$ cat config.mk
export PLATFORM = sky130hd
export DESIGN_NAME = rpem_queue
export DESIGN_NICKNAME = d
export VERILOG_FILES = /design/src/rtl/rpem_pkg.sv /design/src/rtl/rpem_queue.sv
export SDC_FILE = /design/constraint.sdc
export NUM_CORES = 1
export LEC_CHECK = 0
export CORE_AREA = 2 2 161 123
export CTS_CLUSTER_DIAMETER = 30
export DETAILED_ROUTE_END_ITERATION = 8
export DIE_AREA = 0 0 163 125
export DONT_BUFFER_PORTS = 1
export PLACE_DENSITY_LB_ADDON = 0.1
export SLEW_MARGIN = 15
export SYNTH_ARGS = -nofsm -noshare
export SYNTH_HDL_FRONTEND = slang
export SYNTH_SLANG_ARGS = --single-unit
$ cat constraint.sdc
create_clock -name clk -period 6.8 [get_ports clk]
set_input_delay 0.34 -clock clk [delete_from_list [all_inputs] [get_ports clk]]
set_output_delay 0.34 -clock clk [all_outputs]
set_load 0.03 [all_outputs]
$ cat src/rtl/rpem_pkg.sv
`timescale 1ns / 1ps

package rpem_pkg;

	// Geometry of the line store.
	localparam int MAX_WIDTH    = 1024;
	localparam int COL_W        = $clog2(MAX_WIDTH);
	localparam int ADDR_W       = COL_W + 1;
	localparam int STORE_DEPTH  = 2 ** ADDR_W;
	localparam int WID_W        = $clog2(MAX_WIDTH + 1);

	// Channel arithmetic.
	localparam int CHANNEL_BITS = 16;
	localparam int CHAN_W       = 16;
	localparam logic [CHAN_W-1:0] CHAN_MASK = CHAN_W'((32'd1 << CHANNEL_BITS) - 32'd1);
	localparam int SUM_W        = CHAN_W + 2;
	// floor(x / 3) = (x * GREY_RECIP) >> GREY_SHIFT for every x below 2**GREY_SHIFT.
	localparam int GREY_SHIFT   = 19;
	localparam logic [SUM_W-1:0] GREY_RECIP = SUM_W'(((32'd1 << GREY_SHIFT) + 32'd1) / 32'd3);
	localparam int PROD_W       = 2 * SUM_W;

	// Configuration port.
	localparam int CFG_IDX_W    = 3;
	localparam int CFG_DATA_W   = 16;
	localparam int ROW_WIDTH_W  = 11;

	localparam logic [CFG_IDX_W-1:0] REG_FULL_SCALE    = 3'd0;
	localparam logic [CFG_IDX_W-1:0] REG_ROW_WIDTH     = 3'd1;
	localparam logic [CFG_IDX_W-1:0] REG_NEGATE_MASK   = 3'd2;
	localparam logic [CFG_IDX_W-1:0] REG_ZERO_MASK     = 3'd3;
	localparam logic [CFG_IDX_W-1:0] REG_GREY_ENABLE   = 3'd4;
	localparam logic [CFG_IDX_W-1:0] REG_MIRROR_ENABLE = 3'd5;

	localparam logic [15:0]            RST_FULL_SCALE = 16'd255;
	localparam logic [ROW_WIDTH_W-1:0] RST_ROW_WIDTH  = 11'd640;

	// Request kinds carried in req_type.
	localparam logic REQ_PIXEL = 1'b0;
	localparam logic REQ_DRAIN = 1'b1;

	// Command queue between front and back.
	localparam int QUEUE_DEPTH  = 4;
	localparam int QPTR_W       = $clog2(QUEUE_DEPTH);

	typedef struct packed {
		logic        req_type;
		logic [15:0] red_in;
		logic [15:0] green_in;
		logic [15:0] blue_in;
	} in_item_t;

	typedef struct packed {
		logic [15:0] red_out;
		logic [15:0] green_out;
		logic [15:0] blue_out;
		logic        row_end;
	} out_item_t;

	typedef struct packed {
		logic [CHAN_W-1:0] red;
		logic [CHAN_W-1:0] green;
		logic [CHAN_W-1:0] blue;
	} pixel_t;

	typedef struct packed {
		logic [15:0]            full_scale;
		logic [ROW_WIDTH_W-1:0] row_width;
		logic [2:0]             negate_mask;
		logic [2:0]             zero_mask;
		logic                   grey_enable;
		logic                   mirror_enable;
	} cfg_t;

	// One unit of work for the back end.
	typedef struct packed {
		logic              emit;
		logic              from_store;
		logic              last;
		logic              wr;
		logic [ADDR_W-1:0] wr_addr;
		logic [ADDR_W-1:0] rd_addr;
		pixel_t            pixel;
	} cmd_t;

endpackage

$ cat src/rtl/rpem_queue.sv
`timescale 1ns / 1ps

module rpem_queue (
	input  logic           clk,
	input  logic           arst_n,
	input  logic           push_valid,
	output logic           push_ready,
	input  rpem_pkg::cmd_t push_data,
	output logic           pop_valid,
	input  logic           pop_ready,
	output rpem_pkg::cmd_t pop_data
);

	rpem_pkg::cmd_t              slot_q [rpem_pkg::QUEUE_DEPTH];
	logic [rpem_pkg::QPTR_W-1:0] wr_ptr_q;
	logic [rpem_pkg::QPTR_W-1:0] rd_ptr_q;
	logic [rpem_pkg::QPTR_W:0]   count_q;
	logic                        push;
	logic                        pop;

	assign push_ready = count_q != (rpem_pkg::QPTR_W + 1)'(rpem_pkg::QUEUE_DEPTH);
	assign pop_valid  = count_q != '0;
	assign push       = push_valid && push_ready;
	assign pop        = pop_valid && pop_ready;
	assign pop_data   = slot_q[rd_ptr_q];

	always_ff @(posedge clk) begin
		if (push) begin
			slot_q[wr_ptr_q] <= push_data;
		end
	end

	always_ff @(posedge clk or negedge arst_n) begin
		if (!arst_n) begin
			wr_ptr_q <= '0;
			rd_ptr_q <= '0;
			count_q  <= '0;
		end else begin
			if (push) begin
				wr_ptr_q <= wr_ptr_q + 1'b1;
			end
			if (pop) begin
				rd_ptr_q <= rd_ptr_q + 1'b1;
			end
			if (push && !pop) begin
				count_q <= count_q + 1'b1;
			end else if (pop && !push) begin
				count_q <= count_q - 1'b1;
			end
		end
	end

	a_count_bound: assert property (@(posedge clk) disable iff (!arst_n)
		32'(count_q) <= rpem_pkg::QUEUE_DEPTH)
		else $error("command queue count beyond its depth");

endmodule

# Word-level counts from Yosys, hierarchy flattened
# Memories as Yosys holds them, arrays and structs flattened.
# Index checks and enable logic that the tools add are counted.
# totals
register_bits	7
ramBits	296
inputBits	78
mem_count	1
out_inout_bits	76
word_cells	21
# classes
n_mux	4
reduce_logical	8
add_sub_neg	4
n_eq_ne	1
# mem_list
memory	words	width	read_ports	rd_clocked_by_memory_dff	wr	line_no	rtl
slot_q	4	74	1	0	1	rpem_queue.sv:14	rpem_pkg::cmd_t slot_q [rpem_pkg::QUEUE_DEPTH];
# ops
cell	n
$mux W3	2
$add A2 B1 Y2 const B	2
$logic_and A1 B1 Y1	4
$add A3 B1 Y3 const B	1
$ne A3 B3 Y1 const B	1
$reduce_bool A3 Y1	1
$sub A3 B1 Y3 const B	1
$logic_not A1 Y1	2
$mux W1	2
$reduce_bool A2 Y1	1

# Logic depth before layout (Yosys ltp)
# logic_depth
depth_word	6
ltp_mapped	8
mapped_depth_nobuf	8

# Least setup slack after synthesis
# No wires, ideal clock.
# synth_timing
path_kind	register to register
from	register count_q[0] (netlist name)
to	memory slot_q[0][0] (netlist name), enable pin
setup_slack_ns	3.854
t_arrival_ns	2.506
path_buffers	0
synth_period_minus_slack_ns	2.946
setup_time_ns	0.440
path_stages_with_launch	4
path_cell_list	dfrtp_1 > nor2_1 > a21boi_2 > and2_1
# synth_via
elab_chain_len	4
# synth_lines
element	line_no	rtl
start, declared	rpem_queue.sv:17	logic [rpem_pkg::QPTR_W:0] count_q;
start signal, assigned	rpem_queue.sv:46	count_q <= count_q + 1'b1;
start signal, assigned	rpem_queue.sv:48	count_q <= count_q - 1'b1;
$ne A3 B3 Y1	rpem_queue.sv:21	assign push_ready = count_q != (rpem_pkg::QPTR_W + 1)'(rpem_pkg::QUEUE_DEPTH);
$logic_and A1 B1 Y1	rpem_queue.sv:23	assign push = push_valid && push_ready;
named net push	rpem_queue.sv:18	logic push;
$mux W1	rpem_queue.sv:28	if (push) begin
$mux W1 (not written as such)	rpem_queue.sv:29	slot_q[wr_ptr_q] <= push_data;
end, declared	rpem_queue.sv:14	
# The timed path passes the listed nets, and every way through them passes these cells.

==> impl_metrics.toml <==
[outcome]
outcome = "completed"

[yosys]
synth.area.top_cells = "edfxtp_1, mux4_2, dfrtp_1"
ys_types = 20
synth_area_um2 = 11100
synth_seq_cells = 303
syn_avg_cell_area_um2 = 26.4
yosysTopAreaCell = "edfxtp_1"
syn_inst = 422
synth-seq-area-share_pct = 81.4
ys_top_cells_by_count = "edfxtp_1, mux4_2, dfrtp_1"
synth_flop_cell = "edfxtp_1"
synth_fp_nets = 506
netlist.area_leader.share_pct = 79.8
async_reset_ff_share_pct = 2.31
yosys_warnings = 0
yosysMostFrequentCell = "edfxtp_1"
synth-edff-count = 296

[clock_tree]
hold_buffers = 76
cts_max_level = 2
cts_resized = 0
cts_buffers = 43
clk_latency_ns = 0.52
cts.sinks = 303
post-cts-setup-buffers = 0
cts_tree = "yes"
root_buffer = "clkbuf_16"
path_clk_slew_ns = 0.05
clock_path_buffers = 3

[worst_setup_path]
path_delay_family = "flip-flops"
cp-startpoint = "rd_ptr_q[0]"
critical_path_depth = 2
rrSetupSlack_ns = 4.35
critical_path.endpoint = "pop_data[50]"
path_buf_inv = 1
cp-start-kind = "flop"
slowest_stage = "dfrtp_4"
r2r.worst_path.cells = 4
r2r-start = "count_q[0]"
worstPathArrival_ns = 3.02
cp_max_fo = 40
path_class = "reg2out"
required_ns = 6.46
cp-end-kind = "primary output"
crit_chain = "buf_4, mux4_2"
cpPeakStageDelay_ns = 0.90
timing.rr.end = "slot_q[0][54]"

[drt]
vias = 4751
drt_pass1_iterations = 4
drt-total-wl_mm = 19.0
viasPerCell = 5.82
drt_iter0_markers = 374
wl_per_cell_um = 23.3
ant_nets = 0
drc = 0

[die]
num_rows = 44
initial_core_util_pct = 58.6
dieHeight_um = 125
io_pins = 154
die_w_um = 163
die-area_um2 = 20400
core_area_um2 = 19000

[layout]
nFillCells = 1132
area_delta_synth_final_pct = 21.5
multi_input_area_um2 = 1900
antennaDiodeCount = 0
drive_above_1_share_pct = 27.7
num-nets-final = 615
regArea_um2 = 9070
stdcell_area_um2 = 13500

[timing]
fin_crit_sh_pct = 49.4
hold_viol = 0
fin_setup_tns_ns = 0
setup_violations = 0
fmax_mhz = 298
worst_pin_slew_ns = 1.12
rsz0062_at_grt = "false"
period_needed_ns = 3.36
whs_ns = 0.0222
finClkSkew_ns = 0.0169
relSlewSlack_pct = 25.2
final_max_slew_viol_count = 0

[power]
powerDensity_nw_per_um2 = 487
irDropWorstVdd_v = 0.000285
p_leak_uw = 0.00439

[global_route]
track_usage_pct = 19.6
grt_pass1_wl_mm = 30.0
grt_antenna_before_repair = 0
grt_max_degree = 76
grt_overflow = 0
grt_pass1_vias = 5249

[placed_design]
routabilityCongestion = 0.698
dpl-instance-area_um2 = 11300
place_hpwl_mm = 9.86
port-buffer-count = 0

[job]
maxCapViolations = 0

[min_path]
min_path_type = "in2reg"
==> worst min-delay path by stage <==
stage | start | end | slack, ns | depth (start not counted)
floorplan | arst_n | count_q[0] | 0.04 | 0
global placement | arst_n | rd_ptr_q[1] | 0.04 | 0
detailed placement | arst_n | rd_ptr_q[1] | 0.04 | 0
CTS | pop_ready | rd_ptr_q[0] | 0.001 | 2
global route | pop_ready | rd_ptr_q[0] | 0.03 | 2
finish | pop_ready | rd_ptr_q[0] | 0.02 | 2
==> worst register-to-register path, cell delays in order (launching register included) <==
cell	delay [ns]
dfrtp_1	0.42
nor2_1	0.10
a21boi_2	0.33
and2_4	0.49
buf_4	0.68
==> logic make-up after synthesis <==
kind of cell    Yosys count  synth area share (%)
mux                      76                  15.2
buf+inv                  20                  1.64
fa+ha+maj                 6                 0.742
compound gates            1                 0.101
xor+xnor                  6                 0.472
simple gates             10                 0.461
flops                   303                  81.4
==> stage by stage <==
step	utilization (%)	total power (µW)	instances	worst slack, ns
after floorplan	-	4230	422	3.85
after global placement	59.7	4440	663	3.90
after detailed placement	59.7	4480	663	3.85
after CTS	71.2	6680	817	3.30
after global routing	71.2	6860	817	3.17
final	71.2	6590	817	3.44
==> layout make-up <==
cell class | instances | share of cell area (%)
Inverter | 3 | 0.0833
Tap cell | 253 | 2.34
Clock buffer | 48 | 8.25
Multi-Input combinational cell | 99 | 14.0
Sequential cell | 303 | 67.1
Timing Repair Buffer | 81 | 5.90
Clock inverter | 30 | 2.31
==> state kept, by name (all words and copies together), names as in the netlist <==
register,cells
rd_ptr_q,2
count_q,3
wr_ptr_q,2
slot_q,296
==> layout by cell type, fill, tap and decap left out, types with 5 or more instances in the layout <==
cell	instances
edfxtp_1	296
dlygate4sd3_1	76
mux4_2	74
clkbuf_16	44
clkinvlp_4	9
clkinv_2	6
clkinv_1	6
ha_1	5
bufinv_16	5
dfrtp_1	5
buf_4	5
==> power by group <==
group | internal (µW) | switching (µW) | leakage (µW) | total, µW
Combinational | 583 | 1140 | 0.000932 | 1720
Clock | 1370 | 762 | 0.000671 | 2140
Sequential | 2480 | 246 | 0.00279 | 2730
==> metal layers <==
metal	track usage, %	part of all wire, %	up-vias
li1	-	-	2047
met1	26.4	40	2508
met2	31.8	50	164
met3	5.87	7.5	32
met4	5.73	1.7	0
met5	0	0	-
No activity file was read; power rests on OpenSTA's default activity.
