[src/rtl/rpem_pkg.sv]
`timescale 1ns / 1ps

package rpem_pkg;

	// Geometry of the line store.
	localparam int MAX_WIDTH    = 1024;
	localparam int COL_W        = $clog2(MAX_WIDTH);
	localparam int ADDR_W       = COL_W + 1;
	localparam int STORE_DEPTH  = 2 ** ADDR_W;
	localparam int WID_W        = $clog2(MAX_WIDTH + 1);

	// Channel arithmetic.
	localparam int CHANNEL_BITS = 16;
	localparam int CHAN_W       = 16;
	localparam logic [CHAN_W-1:0] CHAN_MASK = CHAN_W'((32'd1 << CHANNEL_BITS) - 32'd1);
	localparam int SUM_W        = CHAN_W + 2;
	// floor(x / 3) = (x * GREY_RECIP) >> GREY_SHIFT for every x below 2**GREY_SHIFT.
	localparam int GREY_SHIFT   = 19;
	localparam logic [SUM_W-1:0] GREY_RECIP = SUM_W'(((32'd1 << GREY_SHIFT) + 32'd1) / 32'd3);
	localparam int PROD_W       = 2 * SUM_W;

	// Configuration port.
	localparam int CFG_IDX_W    = 3;
	localparam int CFG_DATA_W   = 16;
	localparam int ROW_WIDTH_W  = 11;

	localparam logic [CFG_IDX_W-1:0] REG_FULL_SCALE    = 3'd0;
	localparam logic [CFG_IDX_W-1:0] REG_ROW_WIDTH     = 3'd1;
	localparam logic [CFG_IDX_W-1:0] REG_NEGATE_MASK   = 3'd2;
	localparam logic [CFG_IDX_W-1:0] REG_ZERO_MASK     = 3'd3;
	localparam logic [CFG_IDX_W-1:0] REG_GREY_ENABLE   = 3'd4;
	localparam logic [CFG_IDX_W-1:0] REG_MIRROR_ENABLE = 3'd5;

	localparam logic [15:0]            RST_FULL_SCALE = 16'd255;
	localparam logic [ROW_WIDTH_W-1:0] RST_ROW_WIDTH  = 11'd640;

	// Request kinds carried in req_type.
	localparam logic REQ_PIXEL = 1'b0;
	localparam logic REQ_DRAIN = 1'b1;

	// Command queue between front and back.
	localparam int QUEUE_DEPTH  = 4;
	localparam int QPTR_W       = $clog2(QUEUE_DEPTH);

	typedef struct packed {
		logic        req_type;
		logic [15:0] red_in;
		logic [15:0] green_in;
		logic [15:0] blue_in;
	} in_item_t;

	typedef struct packed {
		logic [15:0] red_out;
		logic [15:0] green_out;
		logic [15:0] blue_out;
		logic        row_end;
	} out_item_t;

	typedef struct packed {
		logic [CHAN_W-1:0] red;
		logic [CHAN_W-1:0] green;
		logic [CHAN_W-1:0] blue;
	} pixel_t;

	typedef struct packed {
		logic [15:0]            full_scale;
		logic [ROW_WIDTH_W-1:0] row_width;
		logic [2:0]             negate_mask;
		logic [2:0]             zero_mask;
		logic                   grey_enable;
		logic                   mirror_enable;
	} cfg_t;

	// One unit of work for the back end.
	typedef struct packed {
		logic              emit;
		logic              from_store;
		logic              last;
		logic              wr;
		logic [ADDR_W-1:0] wr_addr;
		logic [ADDR_W-1:0] rd_addr;
		pixel_t            pixel;
	} cmd_t;

endpackage

[src/rtl/rpem_front.sv]
`timescale 1ns / 1ps

module rpem_front (
	input  logic              clk,
	input  logic              arst_n,
	input  logic              in_valid,
	output logic              in_ready,
	input  rpem_pkg::in_item_t in_data,
	input  rpem_pkg::cfg_t    cfg,
	output logic              cmd_valid,
	input  logic              cmd_ready,
	output rpem_pkg::cmd_t    cmd
);

	// Negate then zero one channel.
	function automatic logic [rpem_pkg::CHAN_W-1:0] chan_fx(
		input logic [rpem_pkg::CHAN_W-1:0] v_raw,
		input logic [rpem_pkg::CHAN_W-1:0] mc,
		input logic                        neg,
		input logic                        zer
	);
		logic [rpem_pkg::CHAN_W-1:0] v;
		v = v_raw & rpem_pkg::CHAN_MASK;
		if (neg) begin
			v = (v >= mc) ? (v - mc) : (mc - v);
		end
		if (zer) begin
			v = '0;
		end
		return v;
	endfunction

	logic [rpem_pkg::COL_W-1:0]  wc_q;
	logic [rpem_pkg::COL_W-1:0]  rc_q;
	logic                        bank_q;
	logic                        pending_q;

	logic [rpem_pkg::WID_W-1:0]  eff_w;
	logic [rpem_pkg::CHAN_W-1:0] mc;
	logic                        en;
	logic                        acc;
	logic                        is_drain;
	logic [rpem_pkg::COL_W:0]    wc_inc;
	logic [rpem_pkg::COL_W:0]    rc_inc;
	logic                        wc_wrap;
	logic                        rc_last;
	logic [rpem_pkg::COL_W-1:0]  rd_col;
	logic                        has_cmd;
	rpem_pkg::cmd_t              ctl;
	rpem_pkg::pixel_t            pix_in;

	logic                        v_s1, v_s2, v_s3;
	logic                        grey_s1, grey_s2;
	rpem_pkg::cmd_t              ctl_s1, ctl_s2, cmd_s3;
	rpem_pkg::cmd_t              cmd_next;
	rpem_pkg::pixel_t            pix_s1, pix_s2;
	logic [rpem_pkg::SUM_W-1:0]  sum_s2;
	logic [rpem_pkg::PROD_W-1:0] prod;
	logic [rpem_pkg::CHAN_W-1:0] avg;

	always_comb begin
		if (cfg.row_width == '0) begin
			eff_w = rpem_pkg::WID_W'(1);
		end else if (32'(cfg.row_width) > 32'(rpem_pkg::MAX_WIDTH)) begin
			eff_w = rpem_pkg::WID_W'(rpem_pkg::MAX_WIDTH);
		end else begin
			eff_w = rpem_pkg::WID_W'(cfg.row_width);
		end
	end

	assign mc       = cfg.full_scale & rpem_pkg::CHAN_MASK;
	assign en       = !v_s3 || cmd_ready;
	assign in_ready = en;
	assign acc      = in_valid && en;
	assign is_drain = (in_data.req_type == rpem_pkg::REQ_DRAIN);

	assign wc_inc  = {1'b0, wc_q} + 1'b1;
	assign rc_inc  = {1'b0, rc_q} + 1'b1;
	assign wc_wrap = 32'(wc_inc) >= 32'(eff_w);
	assign rc_last = 32'(rc_inc) >= 32'(eff_w);
	assign rd_col  = (32'(rc_q) < 32'(eff_w))
		? rpem_pkg::COL_W'(eff_w - rpem_pkg::WID_W'(1) - rpem_pkg::WID_W'(rc_q)) : '0;

	assign pix_in.red   = chan_fx(in_data.red_in,   mc, cfg.negate_mask[0], cfg.zero_mask[0]);
	assign pix_in.green = chan_fx(in_data.green_in, mc, cfg.negate_mask[1], cfg.zero_mask[1]);
	assign pix_in.blue  = chan_fx(in_data.blue_in,  mc, cfg.negate_mask[2], cfg.zero_mask[2]);

	// Classification of the incoming request; the pixel is filled in later.
	always_comb begin
		ctl         = '0;
		ctl.rd_addr = {~bank_q, rd_col};
		ctl.wr_addr = {bank_q, wc_q};
		has_cmd     = 1'b0;
		if (is_drain) begin
			has_cmd        = pending_q;
			ctl.emit       = pending_q;
			ctl.from_store = 1'b1;
			ctl.last       = rc_last;
		end else if (!cfg.mirror_enable) begin
			has_cmd  = 1'b1;
			ctl.emit = 1'b1;
			ctl.last = wc_wrap;
		end else begin
			has_cmd        = 1'b1;
			ctl.wr         = 1'b1;
			ctl.emit       = pending_q;
			ctl.from_store = 1'b1;
			ctl.last       = rc_last;
		end
	end

	always_ff @(posedge clk or negedge arst_n) begin
		if (!arst_n) begin
			wc_q      <= '0;
			rc_q      <= '0;
			bank_q    <= 1'b0;
			pending_q <= 1'b0;
		end else if (acc) begin
			if (is_drain || cfg.mirror_enable) begin
				if (pending_q) begin
					if (rc_last) begin
						pending_q <= 1'b0;
						rc_q      <= '0;
					end else begin
						rc_q <= rc_inc[rpem_pkg::COL_W-1:0];
					end
				end
			end
			if (!is_drain) begin
				if (wc_wrap) begin
					wc_q <= '0;
					if (cfg.mirror_enable) begin
						bank_q    <= ~bank_q;
						pending_q <= 1'b1;
						rc_q      <= '0;
					end
				end else begin
					wc_q <= wc_inc[rpem_pkg::COL_W-1:0];
				end
			end
		end
	end

	always_ff @(posedge clk or negedge arst_n) begin
		if (!arst_n) begin
			v_s1 <= 1'b0;
			v_s2 <= 1'b0;
			v_s3 <= 1'b0;
		end else if (en) begin
			v_s1 <= acc && has_cmd;
			v_s2 <= v_s1;
			v_s3 <= v_s2;
		end
	end

	assign prod = sum_s2 * rpem_pkg::GREY_RECIP;
	assign avg  = prod[rpem_pkg::GREY_SHIFT +: rpem_pkg::CHAN_W];

	// The command of the last stage takes the greyscale pixel when it is enabled.
	always_comb begin
		cmd_next = ctl_s2;
		if (grey_s2) begin
			cmd_next.pixel = '{red: avg, green: avg, blue: avg};
		end else begin
			cmd_next.pixel = pix_s2;
		end
	end

	always_ff @(posedge clk) begin
		if (en) begin
			ctl_s1  <= ctl;
			pix_s1  <= pix_in;
			grey_s1 <= cfg.grey_enable;

			ctl_s2  <= ctl_s1;
			pix_s2  <= pix_s1;
			grey_s2 <= grey_s1;
			sum_s2  <= rpem_pkg::SUM_W'(pix_s1.red) + rpem_pkg::SUM_W'(pix_s1.green)
				+ rpem_pkg::SUM_W'(pix_s1.blue);

			cmd_s3 <= cmd_next;
		end
	end

	assign cmd_valid = v_s3;
	assign cmd       = cmd_s3;

	a_idle_read_column: assert property (@(posedge clk) disable iff (!arst_n)
		!pending_q |-> (rc_q == '0))
		else $error("read column moved with no row pending");

	a_stage_holds: assert property (@(posedge clk) disable iff (!arst_n)
		(v_s3 && !cmd_ready) |=> (v_s3 && $stable(cmd_s3)))
		else $error("front end lost a stalled command");

endmodule

[config.mk]
export PLATFORM = sky130hd
export DESIGN_NAME = rpem_front
export DESIGN_NICKNAME = d
export VERILOG_FILES = /design/src/rtl/rpem_pkg.sv /design/src/rtl/rpem_front.sv
export SDC_FILE = /design/constraint.sdc
export NUM_CORES = 1
export LEC_CHECK = 0
export BUFFER_PORTS_ARGS = -buffer_cell sky130_fd_sc_hd__buf_4
export CELL_PAD_IN_SITES_DETAIL_PLACEMENT = 1
export CELL_PAD_IN_SITES_GLOBAL_PLACEMENT = 1
export CORE_MARGIN = 2
export CORE_UTILIZATION = 42
export CTS_CLUSTER_DIAMETER = 60
export DETAILED_ROUTE_END_ITERATION = 7
export PLACE_DENSITY_LB_ADDON = 0.3
export SYNTH_ARGS = -nofsm -noshare
export SYNTH_HDL_FRONTEND = slang
export SYNTH_SLANG_ARGS = --single-unit
[constraint.sdc]
create_clock -name clk -period 8.7 [get_ports clk]
set_input_delay 0 -clock clk [delete_from_list [all_inputs] [get_ports clk]]
set_output_delay 0 -clock clk [all_outputs]
set_load 0.02 [all_outputs]
Yosys cells after proc, flatten, opt, wreduce, memory -nomap -nowiden --
Index checks and enable logic that the tools add are counted.
Word-level totals: register bits after elaboration 267, input port bits 88, output and inout bits 76, word-level logic and storage cells 95
Cells by class: add/sub/neg operators 12, multiply operators 1, magnitude comparators 7, muxes and demuxes 27, bitwise gates (word level) 2, reductions and logical operators 8
Operators with widths (count):
- $mux 16 | 6
- $sub 16x16->16 | 6
- $mux 10 | 7
- $ge 16x16->1 | 3
- $mux 48 | 1
- $mul 18x18->35 const B | 1
- $add 10x1->11 const B | 2
- $ge 11x11->1 | 2
- $mux 11 | 2
- $add 17x16->18 | 1
- $add 16x16->17 | 1
- $gt 11x11->1 const B | 1
- $logic_not 11->1 | 1
- $lt 10x11->1 | 1
- $mux 1 | 10
- $sub 10x1->10 const B | 1
- $sub 10x10->10 | 1
- $reduce_and 4->1 | 1
- $mux 3 | 1
- $logic_and 1x1->1 | 2
- $logic_or 1x1->1 | 2
- $not 1->1 | 2
- $reduce_and 2->1 | 1
- $logic_not 1->1 | 1

Depth between registers and ports, before layout --
Gate-level depths: netlist of the first run.
depth in word-level cells 10, mapped depth 21, gate-level depth less buffers 21

Worst setup path before layout of the first run --
Ideal clock, no wire load.
path type register to register, from register v_s3, in the netlist cmd_valid, to register wc_q[6] in the netlist's numbering, setup time 0.128 ns, data arrival time 9.086 ns, required time 8.572 ns, path slack -0.515 ns, cell stages (with the launch flop) 8, buffers on the path 2, period minus slack after synthesis 9.215 ns, path through dfrtp_1 > nand2b_1 > clkbuf_1 > nand2_1 > or2_2 > buf_1 > o21ai_0 > o31ai_1
On the way: word-level cells in the longest chain between the ends 4
RTL lines:
- start: declaration | RTL line rpem_front.sv:52 | logic v_s1, v_s2, v_s3;
- start signal: assignment | RTL line rpem_front.sv:152 | v_s3 <= v_s2;
- $logic_not 1->1 | RTL line rpem_front.sv:72 | assign en = !v_s3 || cmd_ready;
- $logic_or 1x1->1 | RTL line rpem_front.sv:72
- named net in_ready | RTL line rpem_front.sv:7 | output logic in_ready,
- $logic_and 1x1->1 | RTL line rpem_front.sv:74 | assign acc = in_valid && en;
- $reduce_and 2->1 (no source line)
- end signal: assignment | RTL line rpem_front.sv:138 | wc_q <= wc_inc[rpem_pkg::COL_W-1:0];
- end: declaration | RTL line rpem_front.sv:33 | logic [rpem_pkg::COL_W-1:0] wc_q;
The timed path passes the listed nets, and every way through them passes these cells. A chain may end at the register's enable or synchronous reset.

==> results of run 1 <==
## per-stage QoR
step                area [um2]  hold WS, ps
floorplan                22600         -296
global placement         24400        -62.2
detailed placement       24400        -54.1
CTS                      26400         2.86
global route             26400         30.7
finish                   26400         27.4
## what timing repair did
item	CTS	global route
hold endpoints to repair	109	0
gates resized for setup	0	0
hold buffers	101	0
## synth_stat cells (4+ instances only)
master and instances:
nor3b_1 17, nor4_1 5, and2_1 5, o41ai_1 4, dfrtp_1 25, o221ai_1 4
mux2i_1 39, o31ai_1 6, inv_1 386, or2_2 7, xnor2_1 56, fa_1 131
nand3_1 28, and4_1 4, o21ai_0 106, nand2b_1 26, and3_1 17, a21o_1 81
buf_2 15, ha_1 305, nand2_1 111, nor2_1 107, clkbuf_1 29, o221a_2 4
o21a_1 12, a21oi_1 102, nor3_1 26, xor2_1 25, o21ai_1 4, nor2b_1 18
a31oi_1 21, buf_4 6, edfxtp_1 242, o211ai_1 14, a211o_1 7, mux2_2 25
a211oi_1 34, a221oi_1 5, o21bai_1 22, nand4_1 9, buf_1 5
## logic make-up (layout without fill, tap and decap cells)
family | count (synthesis) | count (layout) | synth area share (%)
buffers and inverters | 447 | 714 | 7.74
multiplexers | 65 | 65 | 3.04
adder cells (fa/ha/maj) | 436 | 436 | 28.5
AO/OA/AOI/OAI | 473 | 473 | 14.0
AND/OR/NAND/NOR | 398 | 398 | 8.61
flip-flops | 267 | 267 | 35.0
XOR/XNOR | 81 | 81 | 3.14
## critical path, cell delays in order, from the launching register on
cell and delay (ps):
edfxtp_1 540, ha_1 400, xor2_1 320, ha_1 300
inv_1 70, fa_1 410, inv_1 90, fa_1 420
fa_1 570, inv_1 60, fa_1 540, inv_1 50
ha_1 340, a21o_1 190, a21o_1 170, a221oi_1 290
o21ai_1 110, a21o_1 250, a22o_1 300, a211oi_1 300
xnor2_1 220, mux2_2 320
## state kept, by name (all words and copies together) (netlist names), 10 cells and up
name	cells
rc_q	10
pix_s2	48
wc_q	10
pix_s1	48
cmd_next	26
sum_s2	18
ctl_s1	26
cmd	74
## final timing paths
kind                                       endpoint  slack, ps  cells past startpoint
min in group asynchronous       rc_q[7]$_DFFE_PN0P_        440                      4
setup / recovery                  cmd[11]$_DFFE_PN_       2180                     21
setup reg to reg                  cmd[11]$_DFFE_PN_       2180                     21
max in group asynchronous     cmd_valid$_DFFE_PN0N_       8100                      4
hold / removal             pix_s1[14]$_SDFFCE_PP0N_         30                      2
hold reg to reg                   cmd[67]$_DFFE_PN_        410                      0
## routing by layer
metal,share of wire [%],up-vias,GRT usage [%]
met4,3.5,0,8.15
met5,0,-,0
met3,3.0,105,1.77
met2,49,345,41.8
li1,-,7976,-
met1,45,8325,31.4
## layout make-up
cell class / count / area (um2) / share of cell area [%]
Clock buffer: 33 / 783 / 2.96
Clock inverter: 24 / 221 / 0.837
Inverter: 387 / 1450 / 5.49
Multi-Input combinational cell: 1453 / 12900 / 49.0
Sequential cell: 267 / 7890 / 29.8
Tap cell: 688 / 861 / 3.25
Timing Repair Buffer: 270 / 2290 / 8.66
==> impl_metrics.csv, run 1 <==
group,metric,value,unit
clocking,postCtsSetupBuffers,0,
clocking,cts.path.max_buffers,3,
sta,timing.slew.headroom,15.7,%
sta,fin_ws,2180,ps
hold_path,min-delay-start,"cfg[4]",
global_route,grt_pass1_vias,18500,
clocking,clock_sinks,267,
sta,rsz0062_at_grt,"no",
floorplanning,die_height,236,um
synthesis,yosysSeqAreaShare,35.0,%
setup_path,critPathLaunchType,"flip-flop",
floorplanning,initial_core_util,42.7,%
synthesis,synth_area,0.0226,mm2
cells_and_area,num-fill-cells,5782,
synthesis,syn_area_per_cell,10.4,um2
cells_and_area,syn_to_final_growth,17.1,%
detailed_routing,ant_nets,0,
placement,placed_cells,2964,
placement,dp_slack,2220,ps
sta,fin_setup_tns,0,ps
floorplanning,die_area,0.0556,mm2
setup_path,cp_max_fo,7,
cells_and_area,stdcell_count,3122,
synthesis,synth_top_area_share,32.2,%
synthesis,synth_cell_types,84,
global_route,overflow,0,
detailed_routing,vias,16800,
sta,slew_violations,0,
setup_path,crit_start,"sum_s2[1]$_DFFE_PN_",
detailed_routing,routed_wl,66100,um
cells_and_area,final_cell_mix,"inv_1 (386), ha_1 (305), edfxtp_1 (242)",
synthesis,synth_flop_cell,"edfxtp_1",
clocking,cts_made_buffers,31,
sta,worst_slew_pin_slew,1260,ps
global_route,groute.usage.overall,23.9,%
setup_path,arrival,6860,ps
sta,final.setup_skew,14.8,ps
synthesis,synth_edf_count,242,
global_route,grt_start_max_net_pins,82,
sta,final.period_utilization,75.0,%
placement,portBuffers,163,
sta,hold_viol,0,
setup_path,worstSetupPathType,"reg2reg",
clocking,clkSlewWorstSetupHoldPaths,60,ps
synthesis,synth_seq_cells,267,
cells_and_area,drive_above_1_share,11.3,%
setup_path,reg2reg_from,"sum_s2[1]$_DFFE_PN_",
placement,dp_hpwl,53600,um
synthesis,yosys-top-cells-area,"edfxtp_1 (32%), ha_1 (17%), fa_1 (12%)",
floorplanning,io_pins,164,
detailed_routing,wl_per_cell,21.2,um
cells_and_area,utilization,50.0,%
detailed_routing,drc,0,
detailed_routing,drtIter0Drc,793,
synthesis,yosys_warnings,0,
cells_and_area,antenna_cells,0,
detailed_routing,viasPerCell,5.37,
sta,fin_crit,6520,ps
global_route,antenna_found_initial,0,
run,cap_violations,0,
floorplanning,die_w,236,um
detailed_routing,dr.pass1.iters,4,
synthesis,synth_nets,2691,
cells_and_area,nets,2934,
sta,clock.fmax,153,MHz
clocking,cts_tree,"done",
synthesis,synth_largest_area_cell,"edfxtp_1",
floorplanning,rows,84,
placement,place.gp.congestion,0.932,
global_route,grt_first_pass_wirelength,105000,um
setup_path,end_kind,"flip-flop",
status,status,"completed",
clocking,cts_root_buffer,"clkbuf_16",
clocking,htreeDepth,1,
synthesis,async_reset_ff_share,9.36,%
clocking,clkLatencyLatePin,590,ps
synthesis,syn-instance-count,2167,
setup_path,crit_required,9040,ps
cells_and_area,final_common_cell,"inv_1",
hold_path,hold_class,"in2reg",
sta,setup_viol,0,
floorplanning,core-area,0.0529,mm2
Power of run 1 is not shown: default switching activity piles up to over one toggle a cycle in this logic, so the estimate is an artifact.
==> run 2: changes to the inputs <==
- ABC_AREA: unset -> 1
- clock period: 8.7 -> 5.7 ns (I/O delays scaled with it)
==> run 2 against run 1 <==
Effect of this change: critical path depth shrank 1; critical path type unchanged; non-clock buffer count up 3; sequential share of layout area fell by 2.7 points; sequential cell count unchanged; final cell count is 35% higher; count of clock-buffer cells in the layout did not move; routed wire length increased by 24%; maximum frequency is 19% higher; die area rose by 11%.
==> impl_metrics.csv, run 2 <==
group,metric,value,unit
status,status,"completed",
clocking,clock_sinks,267,
synthesis,yosysSeqAreaShare,31.5,%
sta,fin_crit,5500,ps
setup_path,reg2reg_from,"sum_s2[5]$_DFFE_PN_",
setup_path,cp_max_fo,5,
cells_and_area,syn_to_final_growth,16.0,%
hold_path,hold_class,"in2reg",
detailed_routing,vias,21300,
cells_and_area,nets,3929,
synthesis,synth_cell_types,46,
synthesis,yosys-top-cells-area,"edfxtp_1 (29%), ha_1 (15%), nand2_1 (14%)",
placement,placed_cells,4048,
synthesis,async_reset_ff_share,9.36,%
setup_path,slowest_stage,"fa_1",
synthesis,yosys.area_share.adder,25.7,%
setup_path,worstSetupPathType,"reg2reg",
synthesis,synth-xor-area-share,2.91,%
sta,timing.slew.headroom,27.1,%
run,cap_violations,0,
floorplanning,rows,89,
clocking,clkSlewWorstSetupHoldPaths,60,ps
hold_path,min-delay-start,"cfg[3]",
synthesis,yosys.area_share.simple,22.0,%
synthesis,synth_area,0.0250,mm2
sta,rsz0062_at_grt,"yes",
synthesis,synth_top_family_by_area,"adder cells",
cells_and_area,antenna_cells,0,
floorplanning,initial_core_util,42.5,%
cells_and_area,num-fill-cells,7207,
synthesis,yosys.cell_count.top_type,"nand2_1",
synthesis,synth_flop_cell,"edfxtp_1",
cells_and_area,final_common_cell,"nand2_1",
synthesis,synth_edf_count,242,
sta,clock.fmax,182,MHz
placement,dp_hpwl,69000,um
synthesis,synth_top_area_share,29.0,%
setup_path,crit_required,6040,ps
detailed_routing,viasPerCell,5.07,
sta,final.setup_skew,13.6,ps
detailed_routing,wl_per_cell,19.6,um
synthesis,yosys_warnings,0,
global_route,grt_pass1_vias,23200,
global_route,groute.usage.overall,27.1,%
sta,slew_violations,0,
setup_path,end_kind,"flip-flop",
floorplanning,die_w,248,um
synthesis,synth_largest_area_cell,"edfxtp_1",
setup_path,timing.critical_path.mode_cell,"fa_1",
floorplanning,io_pins,164,
clocking,cts_made_buffers,29,
synthesis,synthTopCellsByCount,"nand2_1 (954), inv_1 (696), ha_1 (305)",
floorplanning,die_height,248,um
detailed_routing,drc,0,
placement,dp_slack,138,ps
sta,fin_setup_tns,0,ps
global_route,antenna_found_initial,0,
setup_path,critPathLaunchType,"flip-flop",
synthesis,syn-instance-count,3158,
cells_and_area,largest_register_ffs,74,
setup_path,arrival,5840,ps
floorplanning,die_area,0.0615,mm2
hold_path,hold_end,"pix_s1[17]$_SDFFCE_PP0N_",
synthesis,muxShareOfSynthArea,0,%
cells_and_area,drive_above_1_share,8.84,%
sta,setup_viol,0,
synthesis,synth_compound_area_share,5.84,%
hold_path,hold_depth,2,
cells_and_area,stdcell_count,4200,
global_route,overflow,0,
clocking,clkLatencyLatePin,580,ps
clocking,htreeDepth,1,
placement,place.gp.congestion,0.981,
global_route,grt_start_max_net_pins,152,
setup_path,cp_slowest_stage_delay,550,ps
setup_path,r2r_slack,200,ps
setup_path,crit_family,"adder cells",
synthesis,syn_area_per_cell,7.92,um2
synthesis,synth_seq_cells,267,
setup_path,rr_worst_depth,20,
setup_path,cp_cell_sequence,"ha_1 -> fa_1 -> fa_1 -> inv_1 -> fa_1 -> inv_1 -> fa_1 -> inv_1 -> fa_1 -> inv_1 -> ha_2 -> nand2_1 -> nor2_1 -> and2_1 -> nand3_1 -> nand3_1 -> nand2_1 -> nand3_1 -> buf_12 -> nand2_1",
detailed_routing,routed_wl,82200,um
setup_path,timing.rr.end,"cmd[36]$_DFFE_PN_",
sta,hold_viol,0,
clocking,cts.path.max_buffers,3,
floorplanning,core-area,0.0589,mm2
detailed_routing,drtIter0Drc,879,
detailed_routing,ant_nets,0,
placement,portBuffers,163,
global_route,grt_first_pass_wirelength,128000,um
cells_and_area,utilization,49.3,%
synthesis,synth_nets,3682,
sta,worst_slew_pin_slew,1090,ps
sta,fin_ws,202,ps
cells_and_area,final_cell_mix,"nand2_1 (954), inv_1 (695), ha_1 (301)",
clocking,cts_root_buffer,"clkbuf_16",
setup_path,path_buf_inv,5,
clocking,cts_tree,"done",
sta,final.period_utilization,96.5,%
detailed_routing,dr.pass1.iters,5,
run 2: logic make-up after synthesis:
| family | count (synthesis) |
|---|---|
| flip-flops | 267 |
| XOR/XNOR | 83 |
| buffers and inverters | 770 |
| adder cells (fa/ha/maj) | 436 |
| AO/OA/AOI/OAI | 271 |
| AND/OR/NAND/NOR | 1331 |
run 2: worst max path at each step:
stage | end | slack [ps] | cells past startpoint | start
2_1_floorplan | wc_q[1]$_DFFE_PN0P_ | 490 | 8 | cmd_valid$_DFFE_PN0N_
4_1_cts | cmd[37]$_DFFE_PN_ | 110 | 20 | sum_s2[3]$_DFFE_PN_
5_1_grt | cmd[36]$_DFFE_PN_ | -70 | 20 | sum_s2[5]$_DFFE_PN_
3_5_place_dp | cmd[37]$_DFFE_PN_ | 140 | 20 | sum_s2[3]$_DFFE_PN_
3_3_place_gp | cmd[43]$_DFFE_PN_ | 230 | 20 | sum_s2[4]$_DFFE_PN_
6_report | cmd[36]$_DFFE_PN_ | 200 | 20 | sum_s2[5]$_DFFE_PN_
run 2: repair_timing:
| item | in CTS | in global routing |
|---|---|---|
| endpoints found under the setup margin | 0 | 48 |
| resized for setup | 0 | 14 |
| hold buffers | 93 | 0 |
| endpoints found under the hold margin | 95 | 0 |
| setup buffers | 0 | 6 |
run 2: routing by layer:
layer	track usage, %	share of wire, %
met2	49.2	50
met3	2.04	2.9
met1	33.0	42
met4	11.9	5.1
met5	0	0
run 2: metrics by stage:
stage | area [um2] | hold WS, ps
after global routing | 29000 | 3.03
after detailed placement | 27000 | -63.9
final | 29000 | 29.8
after floorplan | 25000 | -296
after global placement | 27000 | -68.0
after CTS | 28900 | 2.46
run 2: final cells by class:
cell class	count	area (um2)	share of cell area, %
Clock buffer	33	741	2.55
Sequential cell	267	7890	27.2
Tap cell	773	967	3.33
Clock inverter	20	241	0.832
Inverter	713	2690	9.26
Timing Repair Buffer	273	2320	7.98
Multi-Input combinational cell	2121	14200	48.9
Power of run 2 is left out for the same reason.
